$ cat src/design/spms_pkg.sv
`default_nettype none

package spms_pkg;

    // Raw field widths
    localparam int RAW_W           = 16;
    localparam int BUS_STATUS_BITS = 3;
    localparam int BUS_VAL_W       = RAW_W - BUS_STATUS_BITS;

    // Result field widths
    localparam int BUS_MV_W   = 15;
    localparam int SHUNT_MV_W = 10;
    localparam int CUR_W      = 20;
    localparam int PWR_W      = 35;

    // Magnitude widths inside the datapath
    localparam int SH_MAG_W    = 16;   // |shunt| up to 32768
    localparam int BUS40_W     = 19;   // bus * 40 up to 327640
    localparam int CUR_MAG_W   = 19;   // |shunt| * 10 up to 327680
    localparam int PWR_MAG_W   = 34;   // bus * |shunt| * 40
    localparam int SH_MV_MAG_W = 9;    // |shunt| / 100 up to 327

    // Scale factors
    localparam int BUS_MV_PER_STEP = 4;
    localparam int CURRENT_SCALE   = 10;
    localparam int POWER_SCALE     = 40;

    // |shunt| / 100 as a reciprocal multiply, exact for values below 43690
    localparam int SH_RECIP       = 5243;
    localparam int SH_RECIP_SHIFT = 19;
    localparam int SH_RECIP_PROD_W = SH_MAG_W + 13;

    // Fields that ride alongside the divider
    typedef struct packed {
        logic [BUS_MV_W-1:0]          bus_mv;
        logic signed [SHUNT_MV_W-1:0] shunt_mv;
        logic                         neg;
    } t_side;

endpackage

`default_nettype wire

$ cat src/design/shunt_power_monitor_scaler.sv
`default_nettype none

// Converts raw bus/shunt readings of a hot-swap power monitor into bus mV,
// shunt mV, current in mA and power in uW, all divisions truncating toward
// zero. One beat is accepted per clock while the output side keeps up; the
// pipelined divider retires DIV_STEP_BITS quotient bits per stage for current
// and power in parallel. A stall on the output holds the whole pipeline. The
// shunt resistance register resets to 1 milliohm, a write of zero is stored
// as 1, and it must only be written while no beat is in flight.
module shunt_power_monitor_scaler #(
    parameter int DIV_STEP_BITS = 4   // 1..8
) (
    input  wire logic                                    i_clk,
    input  wire logic                                    i_rst_n,
    // configuration write
    input  wire logic                                    i_cfg_valid,
    output logic                                         o_cfg_ready,
    input  wire logic [15:0]                             i_cfg_shunt_milliohms,
    // input readings
    input  wire logic                                    i_in_valid,
    output logic                                         o_in_ready,
    input  wire logic [spms_pkg::RAW_W-1:0]              i_bus_raw,
    input  wire logic signed [spms_pkg::RAW_W-1:0]       i_shunt_raw,
    // scaled results
    output logic                                         o_out_valid,
    input  wire logic                                    i_out_ready,
    output logic [spms_pkg::BUS_MV_W-1:0]                o_bus_millivolts,
    output logic signed [spms_pkg::SHUNT_MV_W-1:0]       o_shunt_millivolts,
    output logic signed [spms_pkg::CUR_W-1:0]            o_current_milliamps,
    output logic signed [spms_pkg::PWR_W-1:0]            o_power_microwatts
);

    localparam int DIV_W = ((spms_pkg::PWR_MAG_W + DIV_STEP_BITS - 1) / DIV_STEP_BITS)
                           * DIV_STEP_BITS;
    localparam int DIV_STAGES = DIV_W / DIV_STEP_BITS;
    localparam int NV         = DIV_STAGES + 3;
    localparam int OUT_IDX    = NV - 1;

    logic en;

    // Shunt resistance register, zero stored as one
    logic [15:0] r_shunt_milliohms;

    assign o_cfg_ready = 1'b1;

    always_ff @(posedge i_clk) begin
        if (!i_rst_n) begin
            r_shunt_milliohms <= 16'd1;
        end else if (i_cfg_valid && o_cfg_ready) begin
            r_shunt_milliohms <= (i_cfg_shunt_milliohms == 16'd0) ? 16'd1
                                                                   : i_cfg_shunt_milliohms;
        end
    end

    // Global stall: everything moves when the output slot is free or drains
    assign en         = !o_out_valid || i_out_ready;
    assign o_in_ready = en;

    // Valid bits travel with the data
    logic [NV-1:0] r_vld;

    always_ff @(posedge i_clk) begin
        if (!i_rst_n) begin
            r_vld <= '0;
        end else if (en) begin
            r_vld <= {r_vld[NV-2:0], i_in_valid};
        end
    end

    // Stage A: sign split, magnitudes, constant scalings
    logic [spms_pkg::BUS_VAL_W-1:0] bus_val;
    logic                           sh_neg;
    logic [spms_pkg::SH_MAG_W-1:0]  sh_mag;

    assign bus_val = i_bus_raw[spms_pkg::RAW_W-1:spms_pkg::BUS_STATUS_BITS];
    assign sh_neg  = i_shunt_raw[spms_pkg::RAW_W-1];
    assign sh_mag  = sh_neg ? (~i_shunt_raw + 16'd1) : i_shunt_raw;

    logic [spms_pkg::BUS_VAL_W-1:0] r_a_bus;
    logic [spms_pkg::BUS40_W-1:0]   r_a_bus40;
    logic [spms_pkg::SH_MAG_W-1:0]  r_a_shmag;
    logic [spms_pkg::CUR_MAG_W-1:0] r_a_curmag;
    logic                           r_a_neg;

    always_ff @(posedge i_clk) begin
        if (en) begin
            r_a_bus    <= bus_val;
            r_a_bus40  <= spms_pkg::BUS40_W'(bus_val)
                          * spms_pkg::BUS40_W'(spms_pkg::POWER_SCALE);
            r_a_shmag  <= sh_mag;
            r_a_curmag <= spms_pkg::CUR_MAG_W'(sh_mag)
                          * spms_pkg::CUR_MAG_W'(spms_pkg::CURRENT_SCALE);
            r_a_neg    <= sh_neg;
        end
    end

    // Stage B: power product, shunt mV by reciprocal, bus mV
    logic [spms_pkg::PWR_MAG_W-1:0]       pwr_prod;
    logic [spms_pkg::SH_RECIP_PROD_W-1:0] shmv_prod;
    logic [spms_pkg::SH_MV_MAG_W-1:0]     shmv_mag;
    logic [spms_pkg::SHUNT_MV_W-1:0]      shmv_ext;
    spms_pkg::t_side                      b_side;

    assign pwr_prod  = spms_pkg::PWR_MAG_W'(r_a_bus40) * spms_pkg::PWR_MAG_W'(r_a_shmag);
    assign shmv_prod = spms_pkg::SH_RECIP_PROD_W'(r_a_shmag)
                       * spms_pkg::SH_RECIP_PROD_W'(spms_pkg::SH_RECIP);
    assign shmv_mag  = shmv_prod[spms_pkg::SH_RECIP_SHIFT +: spms_pkg::SH_MV_MAG_W];
    assign shmv_ext  = {1'b0, shmv_mag};

    always_comb begin
        b_side.bus_mv   = spms_pkg::BUS_MV_W'(r_a_bus)
                          * spms_pkg::BUS_MV_W'(spms_pkg::BUS_MV_PER_STEP);
        b_side.shunt_mv = r_a_neg ? $signed(-shmv_ext) : $signed(shmv_ext);
        b_side.neg      = r_a_neg;
    end

    logic [spms_pkg::PWR_MAG_W-1:0] r_b_pwr;
    logic [spms_pkg::CUR_MAG_W-1:0] r_b_cur;
    spms_pkg::t_side                r_b_side;

    always_ff @(posedge i_clk) begin
        if (en) begin
            r_b_pwr  <= pwr_prod;
            r_b_cur  <= r_a_curmag;
            r_b_side <= b_side;
        end
    end

    // Divider stages: power and current in lockstep
    logic [DIV_W-1:0] pwr_quo;
    logic [DIV_W-1:0] cur_quo;

    spms_udiv #(
        .NUM_W     (DIV_W),
        .DEN_W     (16),
        .STEP_BITS (DIV_STEP_BITS)
    ) u_div_pwr (
        .i_clk (i_clk),
        .i_en  (en),
        .i_num (DIV_W'(r_b_pwr)),
        .i_den (r_shunt_milliohms),
        .o_quo (pwr_quo)
    );

    spms_udiv #(
        .NUM_W     (DIV_W),
        .DEN_W     (16),
        .STEP_BITS (DIV_STEP_BITS)
    ) u_div_cur (
        .i_clk (i_clk),
        .i_en  (en),
        .i_num (DIV_W'(r_b_cur)),
        .i_den (r_shunt_milliohms),
        .o_quo (cur_quo)
    );

    // Side fields delayed to match the divider
    spms_pkg::t_side r_side [DIV_STAGES];

    always_ff @(posedge i_clk) begin
        if (en) begin
            r_side[0] <= r_b_side;
            for (int s = 1; s < DIV_STAGES; s++) begin
                r_side[s] <= r_side[s-1];
            end
        end
    end

    // Output stage: restore signs
    spms_pkg::t_side               d_side;
    logic [spms_pkg::CUR_W-1:0]    cur_m;
    logic [spms_pkg::PWR_W-1:0]    pwr_m;

    assign d_side = r_side[DIV_STAGES-1];
    assign cur_m  = spms_pkg::CUR_W'(cur_quo);
    assign pwr_m  = spms_pkg::PWR_W'(pwr_quo);

    logic [spms_pkg::BUS_MV_W-1:0]   r_o_bus_mv;
    logic [spms_pkg::SHUNT_MV_W-1:0] r_o_shunt_mv;
    logic [spms_pkg::CUR_W-1:0]      r_o_cur;
    logic [spms_pkg::PWR_W-1:0]      r_o_pwr;

    always_ff @(posedge i_clk) begin
        if (en) begin
            r_o_bus_mv   <= d_side.bus_mv;
            r_o_shunt_mv <= d_side.shunt_mv;
            r_o_cur      <= d_side.neg ? -cur_m : cur_m;
            r_o_pwr      <= d_side.neg ? -pwr_m : pwr_m;
        end
    end

    assign o_out_valid         = r_vld[OUT_IDX];
    assign o_bus_millivolts    = r_o_bus_mv;
    assign o_shunt_millivolts  = $signed(r_o_shunt_mv);
    assign o_current_milliamps = $signed(r_o_cur);
    assign o_power_microwatts  = $signed(r_o_pwr);

    // Checks
    a_res_nonzero: assert property (@(posedge i_clk) disable iff (!i_rst_n)
        r_shunt_milliohms != 16'd0)
        else $error("shunt resistance register holds zero");

    a_stall_holds: assert property (@(posedge i_clk) disable iff (!i_rst_n)
        !en |=> $stable(r_vld))
        else $error("pipeline valid bits moved during a stall");

    a_pwr_sign: assert property (@(posedge i_clk) disable iff (!i_rst_n)
        o_out_valid && o_power_microwatts[spms_pkg::PWR_W-1]
        |-> (o_current_milliamps[spms_pkg::CUR_W-1] || o_current_milliamps == '0))
        else $error("negative power with positive current");

    a_bus_step: assert property (@(posedge i_clk) disable iff (!i_rst_n)
        o_out_valid |-> o_bus_millivolts[1:0] == 2'b00)
        else $error("bus millivolts not a multiple of the step");

endmodule

`default_nettype wire

$ cat src/design/spms_udiv.sv
`default_nettype none

// Pipelined unsigned restoring divider, STEP_BITS quotient bits per stage.
// The divisor must stay stable while beats are in flight.
module spms_udiv #(
    parameter int NUM_W     = 36,
    parameter int DEN_W     = 16,
    parameter int STEP_BITS = 4
) (
    input  wire logic             i_clk,
    input  wire logic             i_en,
    input  wire logic [NUM_W-1:0] i_num,
    input  wire logic [DEN_W-1:0] i_den,
    output logic      [NUM_W-1:0] o_quo
);

    localparam int STAGES = NUM_W / STEP_BITS;
    localparam int REM_W  = DEN_W + 1;

    logic [REM_W-1:0] r_rem [STAGES];
    logic [NUM_W-1:0] r_num [STAGES];
    logic [REM_W-1:0] n_rem [STAGES];
    logic [NUM_W-1:0] n_num [STAGES];

    // STEP_BITS shift/compare/subtract steps; quotient bits enter num from the right
    function automatic logic [REM_W+NUM_W-1:0] div_steps(
        input logic [REM_W-1:0] rem_in,
        input logic [NUM_W-1:0] num_in,
        input logic [DEN_W-1:0] den
    );
        logic [REM_W-1:0] rem;
        logic [NUM_W-1:0] num;
        logic [REM_W:0]   diff;
        rem = rem_in;
        num = num_in;
        for (int k = 0; k < STEP_BITS; k++) begin
            rem  = {rem[REM_W-2:0], num[NUM_W-1]};
            num  = {num[NUM_W-2:0], 1'b0};
            diff = {1'b0, rem} - {2'b00, den};
            if (!diff[REM_W]) begin
                rem    = diff[REM_W-1:0];
                num[0] = 1'b1;
            end
        end
        return {rem, num};
    endfunction

    // Next value of every stage
    always_comb begin
        for (int s = 0; s < STAGES; s++) begin
            if (s == 0) begin
                {n_rem[s], n_num[s]} = div_steps('0, i_num, i_den);
            end else begin
                {n_rem[s], n_num[s]} = div_steps(r_rem[s-1], r_num[s-1], i_den);
            end
        end
    end

    // Stage registers advance together
    always_ff @(posedge i_clk) begin
        if (i_en) begin
            for (int s = 0; s < STAGES; s++) begin
                r_rem[s] <= n_rem[s];
                r_num[s] <= n_num[s];
            end
        end
    end

    assign o_quo = r_num[STAGES-1];

endmodule

`default_nettype wire
$ cat config.mk
export PLATFORM = sky130hd
export DESIGN_NAME = shunt_power_monitor_scaler
export DESIGN_NICKNAME = d
export VERILOG_FILES = /design/src/design/spms_pkg.sv /design/src/design/shunt_power_monitor_scaler.sv /design/src/design/spms_udiv.sv
export SDC_FILE = /design/constraint.sdc
export NUM_CORES = 2
export LEC_CHECK = 0
export BUFFER_PORTS_ARGS = -buffer_cell sky130_fd_sc_hd__buf_4
export CORE_MARGIN = 5
export CORE_UTILIZATION = 59
export CTS_CLUSTER_SIZE = 10
export DETAILED_ROUTE_END_ITERATION = 6
export GPL_TIMING_DRIVEN = 0
export HOLD_SLACK_MARGIN = 0.1
export PLACE_DENSITY = 0.8
export SETUP_SLACK_MARGIN = 0.02
export SYNTH_ARGS = -nofsm -noshare
export SYNTH_HDL_FRONTEND = slang
export SYNTH_SLANG_ARGS = --single-unit
$ cat constraint.sdc
create_clock -name i_clk -period 55.5 [get_ports i_clk]
set_input_delay 11.1 -clock i_clk [delete_from_list [all_inputs] [get_ports i_clk]]
set_output_delay 11.1 -clock i_clk [all_outputs]
set_load 0.03 [all_outputs]
==> run summary <==
DP Area: 0.112 sq mm
CTS tree: done
async set-or-reset flop fraction in the synthesized netlist: 0%
Starting Density: 59.3%
Worst Path Max Fanout: 65
Resized cells post-CTS: 0
crit start category: primary input
Worst Hold End: u_div_cur.r_num[0][175]
Hold Startpoint: u_div_cur.r_num[0][135]
Setup crit end kind: primary output
r2r endpoint: u_div_pwr.r_rem[0][15]
number of I/O pins: 136
Fin. Hold Viols: 0
worst clock skew: 38.6 ps
Layout Area Growth over Synthesis: 8.63%
Seq/Total Area, Yosys: 32.6%
Slew headroom: 0.0721%
Post-DRT Antenna Nets: 0
hold buffers post-CTS: 0
violated checks: design-rule violations, max-capacitance violations
Via Count: 84500
Required @ worst endpoint: 44400 ps
post-CTS setup buffers: 0
clock sink total: 1170
Hold Path Depth: 0
final setup vio count: 0
clk_lat worst skew: 800 ps
DRC viols: 19
Most used DFF post-synth: edfxtp_1
CP max-delay cell: nor2b_1
most common cell after layout, fill and taps aside: ha_1
XOR/XNOR Fraction of Synth Area: 7.21%
antenna violations before repair: 8
largest net degree at the start of global routing: 78
Syn Inst Count: 10900
Worst Reg2Reg Path Length in Cells: 48
reg-to-reg critical path startpoint: r_shunt_milliohms[0]
total grt overflow: 0
share of cells above drive strength 1: 7.82%
synthesized-area fraction occupied by ao, oa, aoi and oai cells: 17.0%
DP HPWL: 199 mm
r2r setup slk: 39540 ps
Routed WL per cell: 19.4 um
worst-path cell chain: buf_4, nor2b_1, inv_1, clkbuf_4, buf_16, buf_16, buf_4
Max-cap violations: 1
vias in the first global route: 83900
DRT iter0 DRCs: 6242
adder-cell share of the synthesized area: 21.6%
Yosys cell types: 99
Worst Max-Slew Pin Slew: 1500 ps
Fmax: 41.7 MHz
die area: 0.190 sq mm
clk slew on worst S/H paths: 50 ps
largest family of logic cells by synthesized area: adder cells
number of synthesized flops with an enable pin: 1142
Arr. time, crit path: 12890 ps
post-synthesis mux area share: 5.24%
final worst-path cycle share: 43.2%
Core Footprint: 0.181 sq mm
post-route minimum period: 23990 ps
CTS Buffer Depth: 3
post-synth top area share: 32.1%
row count: 156
first-pass GRT wire length: 426 mm
H-Tree Depth: 4
YS warnings: 0
post-route cell area: 0.116 sq mm
GRT Overall Usage: 27.2%
Buffers on Ports: 128
critical path type: primary input to primary output
Synth area leader: edfxtp_1
die width: 436 um
RD Place Congestion: 0.939
Synth area leaders: edfxtp_1 (32%), ha_1 (16%), fa_1 (6.0%), xnor2_1 (5.0%), mux2_2 (4.0%)
die height: 436 um
Syn Area/Cell: 9.78 sq um
Final Max Tran Viols: 0
Clock Root Buffer: clkbuf_16
drt pass-1 iters: 7
Num CTS Buffers: 144
worst hold path type: flop to flop
synthesized flop and latch total: 1170
vias per inst: 6.17
run status: complete, but fails checks
commonest non-fill, non-tap cells in the layout: ha_1 (1327), edfxtp_1 (1142), nand2_1 (897)
RSZ-0062 raised after global routing: no
final net count: 13000
post-synthesis cell area: 0.107 sq mm
final WL: 266 mm
area share of and/or/nand/nor cells after synthesis: 12.5%
delay of the slowest critical-path stage: 320 ps
==> per-stage QoR <==
step                      std cells  TNS, ps  hold slack (ps)  setup WS (ps)  util [%]
after floorplan               10900        0              400           1960         -
after global routing          13700        0              400          31490      64.4
after detailed placement      13500        0              405          31600      62.0
after global placement        13400   -12620              400         -12620      61.4
final                         13700        0              394          31510      64.4
after CTS                     13700        0              390          31590      64.4
==> critical path, delay by kind of cell <==
kind	cells	cell delay, ps
simple gates	1	320
buf+inv	6	1320
==> final cells by class <==
type                            count  area, sq um
Multi-Input combinational cell   8702        68100
Fill cell                       14100        64300
Sequential cell                  1170        34900
Clock buffer                      175         3820
Inverter                          850         3230
Tap cell                         2370         2970
Timing Repair Buffer              165         1960
Buffer                            226          916
Clock inverter                     37          398
Antenna cell                        1         2.50
==> flip-flops by register name (all words and copies together), names as in the netlist <==
register             cells
u_div_cur.r_rem        128
r_b_side                24
r_vld                   12
r_b_pwr                 31
r_a_bus40               14
o_current_milliamps     20
r_a_neg                  1
u_div_pwr.r_num        290
r_side                 216
r_a_shmag               16
u_div_pwr.r_rem        128
o_shunt_millivolts      10
r_a_curmag              16
r_a_bus                 13
u_div_cur.r_num        169
r_shunt_milliohms       16
o_power_microwatts      35
r_b_cur                 18
o_bus_millivolts        13
==> metal layers <==
layer | up-vias | share of wire (%) | global-route usage [%] | wire (um)
met4 | 0 | 4.6 | 11.9 | 12300
li1 | 40600 | - | - | -
met1 | 40600 | 41 | 33.9 | 110000
met2 | 2667 | 48 | 47.1 | 127000
met3 | 683 | 6.2 | 4.14 | 16400
met5 | - | 0 | 0 | 0
==> cell families after synthesis <==
logic type      Yosys count
compound gates         2826
buf+inv                1076
xor+xnor                881
fa+ha+maj              1650
simple gates           2823
flops                  1170
mux                     512
other cells               2
==> cells in the mapped netlist, types with 216 or more instances <==
| cell | number |
|---|---|
| a21o_1 | 259 |
| a21oi_1 | 796 |
| edfxtp_1 | 1142 |
| fa_1 | 323 |
| ha_1 | 1327 |
| inv_1 | 844 |
| mux2_2 | 380 |
| nand2_1 | 897 |
| nor2_1 | 713 |
| nor3_1 | 228 |
| o21a_1 | 216 |
| o21ai_0 | 670 |
| xnor2_1 | 613 |
| xor2_1 | 268 |
==> how the worst max path moves through the flow <==
stage	startpoint	cells past startpoint	end	slack (ps)
finish	i_out_ready	7	o_in_ready	31510
global route	i_out_ready	7	o_in_ready	31490
CTS	i_out_ready	7	o_in_ready	31590
detailed placement	i_out_ready	7	o_in_ready	31600
global placement	i_out_ready	5	o_in_ready	-12620
floorplan	i_out_ready	3	o_in_ready	1960
Power is not shown: default switching activity piles up to over one toggle a cycle in this logic, so the estimate is an artifact.
